--- src/hw/rtl/fcte_pkg.sv ---
// Shared types, constants and datapath command codes for the FAT16 cluster table engine.
`timescale 1ns / 1ps
`default_nettype none

package fcte_pkg;

  localparam int DEF_TABLE_ENTRIES = 4096;
  localparam int SECTOR_SHIFT      = 8;
  localparam int CFG_IDX_W         = 2;

  localparam logic [15:0] FIRST_DATA_CLUSTER = 16'h0002;
  localparam logic [15:0] END_OF_CHAIN_MIN   = 16'hFFF8;
  localparam logic [15:0] ENTRY_EOC          = 16'hFFFF;
  localparam logic [15:0] ENTRY_FREE         = 16'h0000;

  localparam logic [2:0] FN_READ  = 3'd0;
  localparam logic [2:0] FN_WRITE = 3'd1;
  localparam logic [2:0] FN_FIND  = 3'd2;
  localparam logic [2:0] FN_ALLOC = 3'd3;
  localparam logic [2:0] FN_FREE  = 3'd4;

  localparam logic [1:0] ST_OK      = 2'd0;
  localparam logic [1:0] ST_NO_FREE = 2'd1;
  localparam logic [1:0] ST_RANGE   = 2'd2;
  localparam logic [1:0] ST_LONG    = 2'd3;

  localparam logic [CFG_IDX_W-1:0] CFG_FAT_SECTORS = 2'd0;
  localparam logic [CFG_IDX_W-1:0] CFG_DATA_START  = 2'd1;
  localparam logic [CFG_IDX_W-1:0] CFG_SPC         = 2'd2;

  localparam logic [3:0] CMD_NOP        = 4'd0;
  localparam logic [3:0] CMD_CLEAR      = 4'd1;
  localparam logic [3:0] CMD_LOAD       = 4'd2;
  localparam logic [3:0] CMD_RD_ISSUE   = 4'd3;
  localparam logic [3:0] CMD_RD_DONE    = 4'd4;
  localparam logic [3:0] CMD_WRITE      = 4'd5;
  localparam logic [3:0] CMD_FIND_START = 4'd6;
  localparam logic [3:0] CMD_FIND_STEP  = 4'd7;
  localparam logic [3:0] CMD_FIND_HIT   = 4'd8;
  localparam logic [3:0] CMD_ALLOC      = 4'd9;
  localparam logic [3:0] CMD_FIND_MISS  = 4'd10;
  localparam logic [3:0] CMD_FREE_RD    = 4'd11;
  localparam logic [3:0] CMD_FREE_WB    = 4'd12;
  localparam logic [3:0] CMD_SET_ST     = 4'd13;
  localparam logic [3:0] CMD_PUSH       = 4'd14;

  typedef struct packed {
    logic [2:0]  func;
    logic [15:0] cluster;
    logic [15:0] value;
  } in_item_t;

  typedef struct packed {
    logic [15:0] entry_value;
    logic [31:0] sector_address;
    logic [16:0] freed_count;
    logic [1:0]  status;
  } out_item_t;

  typedef struct packed {
    logic [3:0] op;
    logic [1:0] st;
  } dp_cmd_t;

  typedef struct packed {
    logic clear_last;
    logic in_range;
    logic chain_end;
    logic too_long;
    logic pv;
    logic hit;
  } dp_sts_t;

endpackage

`default_nettype wire

--- src/hw/rtl/fcte_ctrl.sv ---
// Controller: operation sequencing state machine and output valid register.
`timescale 1ns / 1ps
`default_nettype none

module fcte_ctrl
  import fcte_pkg::*;
(
  input  wire logic       clk,
  input  wire logic       rst_n,
  input  wire logic       in_valid,
  output logic            in_stall,
  input  wire logic [2:0] in_func,
  output logic            out_valid,
  input  wire logic       out_stall,
  output dp_cmd_t         cmd,
  input  wire dp_sts_t    sts
);

  localparam logic [2:0] S_CLEAR    = 3'd0;
  localparam logic [2:0] S_IDLE     = 3'd1;
  localparam logic [2:0] S_EXEC     = 3'd2;
  localparam logic [2:0] S_RD2      = 3'd3;
  localparam logic [2:0] S_FIND     = 3'd4;
  localparam logic [2:0] S_FREE_CHK = 3'd5;
  localparam logic [2:0] S_FREE_WB  = 3'd6;
  localparam logic [2:0] S_PUSH     = 3'd7;

  logic [2:0] state_r, state_nxt;
  logic [2:0] func_r, func_nxt;
  logic       out_valid_r, out_valid_nxt;

  assign in_stall  = (state_r != S_IDLE);
  assign out_valid = out_valid_r;

  always_comb begin
    state_nxt     = state_r;
    func_nxt      = func_r;
    out_valid_nxt = out_valid_r && out_stall;
    cmd.op        = CMD_NOP;
    cmd.st        = ST_OK;
    unique case (state_r)
      S_CLEAR: begin
        cmd.op = CMD_CLEAR;
        if (sts.clear_last) begin
          state_nxt = S_IDLE;
        end
      end
      S_IDLE: begin
        if (in_valid) begin
          cmd.op    = CMD_LOAD;
          func_nxt  = in_func;
          state_nxt = S_EXEC;
        end
      end
      S_EXEC: begin
        unique case (func_r)
          FN_READ: begin
            if (sts.in_range) begin
              cmd.op    = CMD_RD_ISSUE;
              state_nxt = S_RD2;
            end else begin
              cmd.op    = CMD_SET_ST;
              cmd.st    = ST_RANGE;
              state_nxt = S_PUSH;
            end
          end
          FN_WRITE: begin
            if (sts.in_range) begin
              cmd.op = CMD_WRITE;
            end else begin
              cmd.op = CMD_SET_ST;
              cmd.st = ST_RANGE;
            end
            state_nxt = S_PUSH;
          end
          FN_FIND, FN_ALLOC: begin
            cmd.op    = CMD_FIND_START;
            state_nxt = S_FIND;
          end
          FN_FREE: begin
            state_nxt = S_FREE_CHK;
          end
          default: begin
            state_nxt = S_PUSH;
          end
        endcase
      end
      S_RD2: begin
        cmd.op    = CMD_RD_DONE;
        state_nxt = S_PUSH;
      end
      S_FIND: begin
        priority if (!sts.pv) begin
          cmd.op    = CMD_FIND_MISS;
          state_nxt = S_PUSH;
        end else if (sts.hit) begin
          cmd.op    = (func_r == FN_ALLOC) ? CMD_ALLOC : CMD_FIND_HIT;
          state_nxt = S_PUSH;
        end else begin
          cmd.op = CMD_FIND_STEP;
        end
      end
      S_FREE_CHK: begin
        priority if (sts.chain_end) begin
          state_nxt = S_PUSH;
        end else if (!sts.in_range) begin
          cmd.op    = CMD_SET_ST;
          cmd.st    = ST_RANGE;
          state_nxt = S_PUSH;
        end else if (sts.too_long) begin
          cmd.op    = CMD_SET_ST;
          cmd.st    = ST_LONG;
          state_nxt = S_PUSH;
        end else begin
          cmd.op    = CMD_FREE_RD;
          state_nxt = S_FREE_WB;
        end
      end
      S_FREE_WB: begin
        cmd.op    = CMD_FREE_WB;
        state_nxt = S_FREE_CHK;
      end
      S_PUSH: begin
        if (!out_valid_r || !out_stall) begin
          cmd.op        = CMD_PUSH;
          out_valid_nxt = 1'b1;
          state_nxt     = S_IDLE;
        end
      end
      default: begin
        state_nxt = S_IDLE;
      end
    endcase
  end

  always_ff @(posedge clk) begin
    if (!rst_n) begin
      state_r     <= S_CLEAR;
      func_r      <= FN_READ;
      out_valid_r <= 1'b0;
    end else begin
      state_r     <= state_nxt;
      func_r      <= func_nxt;
      out_valid_r <= out_valid_nxt;
    end
  end

endmodule

`default_nettype wire

--- config.mk ---
export PLATFORM = sky130hd
export DESIGN_NAME = fcte_ctrl
export DESIGN_NICKNAME = d
export VERILOG_FILES = /design/src/hw/rtl/fcte_pkg.sv /design/src/hw/rtl/fcte_ctrl.sv
export SDC_FILE = /design/constraint.sdc
export NUM_CORES = 1
export LEC_CHECK = 0
export BUFFER_PORTS_ARGS = -buffer_cell sky130_fd_sc_hd__buf_4
export CAP_MARGIN = 20
export CELL_PAD_IN_SITES_DETAIL_PLACEMENT = 0
export CELL_PAD_IN_SITES_GLOBAL_PLACEMENT = 1
export CORE_MARGIN = 1.5
export CORE_UTILIZATION = 33
export CTS_CLUSTER_DIAMETER = 80
export DETAILED_ROUTE_END_ITERATION = 7
export PLACE_DENSITY = 0.76
export SETUP_SLACK_MARGIN = 0.2
export SYNTH_ARGS = -nofsm -noshare
export SYNTH_HDL_FRONTEND = slang
export SYNTH_SLANG_ARGS = --single-unit
--- constraint.sdc ---
create_clock -name clk -period 1.9 [get_ports clk]
set_clock_uncertainty 0.2 [all_clocks]
set_input_delay 0.095 -clock clk [delete_from_list [all_inputs] [get_ports clk]]
set_output_delay 0.095 -clock clk [all_outputs]
set_load 0.02 [all_outputs]
==> impl_results.md <==
- Power density over cell area: 1097 nW/um^2
- Flop pwr share: 0.222
- Buffer type at the clock tree root: sky130_fd_sc_hd__clkbuf_4
- Worst setup SP type: flip-flop
- Via count of the first global-routing pass: 600
- Kind of capture point of the worst setup path: output pin
- Area share of the largest cell type after synthesis: 0.2309
- Outcome: completed
- Routed wirelength normalized by instance count: 12.23 microns
- Most used standard cell by instance count after synthesis: sky130_fd_sc_hd__nand2_1
- Syn_area_per_cell: 7.056 sq um
- Drt first pass iters: 4
- Synth top area cells: sky130_fd_sc_hd__dfxtp_1 (23%), sky130_fd_sc_hd__nand2_1 (7.4%), sky130_fd_sc_hd__a21oi_1 (6.6%)
- Number of distinct library cells after synthesis: 32
- Arrival time at the worst endpoint: 1570 ps
- Last weighted congestion value of the routability-driven placer: 0.7902
- Post-route DRC: 0
- CTS sink count: 7
- DP HPWL: 1234 microns
- Clock tree from TritonCTS: done
- Final antenna-violating net count: 0
- Most used standard cells in the synthesized netlist: sky130_fd_sc_hd__nand2_1 (12), sky130_fd_sc_hd__a21oi_1 (8), sky130_fd_sc_hd__nor2_1 (8), sky130_fd_sc_hd__dfxtp_1 (7), sky130_fd_sc_hd__o21ai_0 (5)
- Synthesized netlist net count: 99
- Global route overflow: 0
- Antenna violations before repair: 0
- H-tree level count: 1
- Horiz. Die Dim: 45.88 microns
- Standard-cell row count: 15
- IO Pins: 21
- Proportion of synthesized chip area in sequential cells: 0.2309
- Setup tns final: 0 ps
- Global-route wire length before repair: 2635 microns
- Largest voltage drop on the vdd net: 541.3 uV
- Placed cell count: 129
- Most used flip-flop cell after synthesis: sky130_fd_sc_hd__dfxtp_1
- CTS buffer count: 3
- Cell type with the highest aggregate area in the netlist: sky130_fd_sc_hd__dfxtp_1
- Worst Max-Slew Pin Slew: 330.3 ps
- Average via count per standard cell: 5.188
- Drt initial violations: 13
- Maximum number of pins on one net before global-route repair: 14
- Source-to-sink clock delay at the later pin of the worst-skew pair: 240 ps
- Async S/R FF share, synth: 0
- Total vias in the final route: 747
- Cell area after layout: 973.4 sq um
- Max Cap Viol: 0
- Die area: 2105 sq um
- Maximum clock insertion buffer count: 2
- Net switching share of the total power: 0.4283
- Final Hold Violating Endpoints: 0
- Die Span Y: 45.88 microns
- Port-buffer cells: 20
- Internal Dissipation: 0.6102 mW
- Combinational fraction of design power: 0.659
- Path type of the worst setup path: flip-flop to output pin
- Max-Slew Margin vs Limit: 0.7779
- Nets: 133
- Area of combinational cells with multiple inputs: 464.2 sq um
- Static power due to leakage: 0.3976 nW
- Unrepaired setup endpoints after global routing: true
- Initial core utilization: 0.3514
- Synth Register Bits: 7
- Largest fanout on the critical path: 5
- Power spent charging and discharging nets: 0.4572 mW
- Fill cells: 179
- Final hold slack: 43.50 ps
- Required @ worst endpoint: 1600 ps
- Clock network fraction of total power: 0.119
- Post-place instance area: 783.3 sq um
- Area of the core: 1727 sq um
- Period utilization: 0.9829
- Routed Wire Length: 1761 microns
- Setup violation total in the final timing report: 0
- Type of the tightest min-delay check: input port to flip-flop
- Min Tclk post-route: 1867 ps
- Clock-pin slew on the worst setup and hold paths: 50 ps
- Post-synth EDFFs: 0
- Area of all sequential standard cells: 156.4 sq um
- YS warnings: 0
- Post-Synthesis Cell Area: 606.8 sq um
- Number of standard cells in the final layout excluding fillers: 144
- Achievable clock frequency: 535.5 MHz
- Total global routing track utilization: 0.1736
- Final-report max-slew violation count: 0
- Area Overhead vs Synth: 60.41%
- Instance count of the mapped netlist: 86
- Fraction of layout instances using a drive strength above 1: 0.4202
- Diode insertion count for antenna repair: 0
final cells by class:
cell class              count  area share
clock buffers               4     0.02699
inverters                   4     0.01542
multi-input cells          70      0.4769
flip-flops and latches      7      0.1607
well taps                  25     0.03213
repair buffers             34      0.2879
what timing repair did:
item,CTS,global route
pin swaps,1,4
cloned,0,0
endpoints found under the setup margin,7,7
hold buffers,4,0
hold endpoints to repair,7,0
resized for setup,11,12
buffers inserted,3,4
kinds of logic (layout without fill, tap and decap cells):
logic type	count (synthesis)	count (layout)	synth area share
flops	7	7	0.2309
buf+inv	9	42	0.07628
simple gates	40	40	0.3588
mux	3	3	0.04949
compound gates	27	27	0.2845
critical path: stages, from the launching register on:
cell and delay [ps]:
sky130_fd_sc_hd__dfxtp_4 330, sky130_fd_sc_hd__or4b_4 580, sky130_fd_sc_hd__o2bb2ai_1 160, sky130_fd_sc_hd__a211o_1 130, sky130_fd_sc_hd__buf_4 130
per-stage QoR:
stage | power [mW] | util | setup WS (ps)
after floorplan | 0.6144 | - | 269.8
after global placement | 0.7942 | 0.4536 | 190.7
after detailed placement | 0.7895 | 0.4536 | 145.3
after CTS | 0.9792 | 0.5196 | 28.67
after global routing | 1.141 | 0.5638 | -37.38
final | 1.067 | 0.5638 | 32.56
placed cells by master, fill, tap and decap left out, types with 3 or more instances in the layout:
| cell type | n |
|---|---|
| sky130_fd_sc_hd__dfxtp_4 | 4 |
| sky130_fd_sc_hd__buf_6 | 4 |
| sky130_fd_sc_hd__dlygate4sd3_1 | 4 |
| sky130_fd_sc_hd__nor2_1 | 6 |
| sky130_fd_sc_hd__and3_1 | 3 |
| sky130_fd_sc_hd__buf_4 | 26 |
| sky130_fd_sc_hd__inv_1 | 4 |
| sky130_fd_sc_hd__o21ai_0 | 4 |
| sky130_fd_sc_hd__nand2_1 | 11 |
| sky130_fd_sc_hd__mux2i_1 | 3 |
| sky130_fd_sc_hd__a21oi_1 | 7 |
| sky130_fd_sc_hd__nor2b_1 | 3 |
| sky130_fd_sc_hd__clkbuf_4 | 3 |
path summary, 6_finish.rpt:
| check | from | end | slack [ps] | depth (start not counted) |
|---|---|---|---|---|
| worst max-delay path | func_r[2]$_SDFFE_PN0P_ | cmd[3] | 30 | 4 |
| worst min-delay path | sts[4] | state_r[2]$_SDFFE_PN0P_ | 40 | 4 |
| worst max register to register | state_r[0]$_SDFFE_PN0P_ | state_r[0]$_SDFFE_PN0P_ | 220 | 5 |
| worst min register to register | state_r[2]$_SDFFE_PN0P_ | state_r[2]$_SDFFE_PN0P_ | 350 | 2 |
sequential cells by signal (all words and copies together) (netlist names):
register / flops
func_r: 3
state_r: 3
out_valid: 1
per-layer routing:
layer	global-route usage	vias up	wire length, microns	part of all wire
met1	0.2393	337	812	0.46
li1	-	383	-	-
met2	0.2583	25	858	0.49
met5	0	-	0	0
met4	0.1029	0	13	0.0074
met3	0.01587	2	77	0.044
power groups by stage:
| stage | Sequential, mW | Clock (mW) | Combinational, mW |
|---|---|---|---|
| final | 0.237 | 0.127 | 0.703 |
| after global routing | 0.243 | 0.141 | 0.757 |
| after CTS | 0.247 | 0.135 | 0.598 |
| after detailed placement | 0.248 | 0 | 0.541 |
| after global placement | 0.250 | 0 | 0.544 |
| after floorplan | 0.201 | 0 | 0.414 |
No activity file was read; power rests on OpenSTA's default activity.
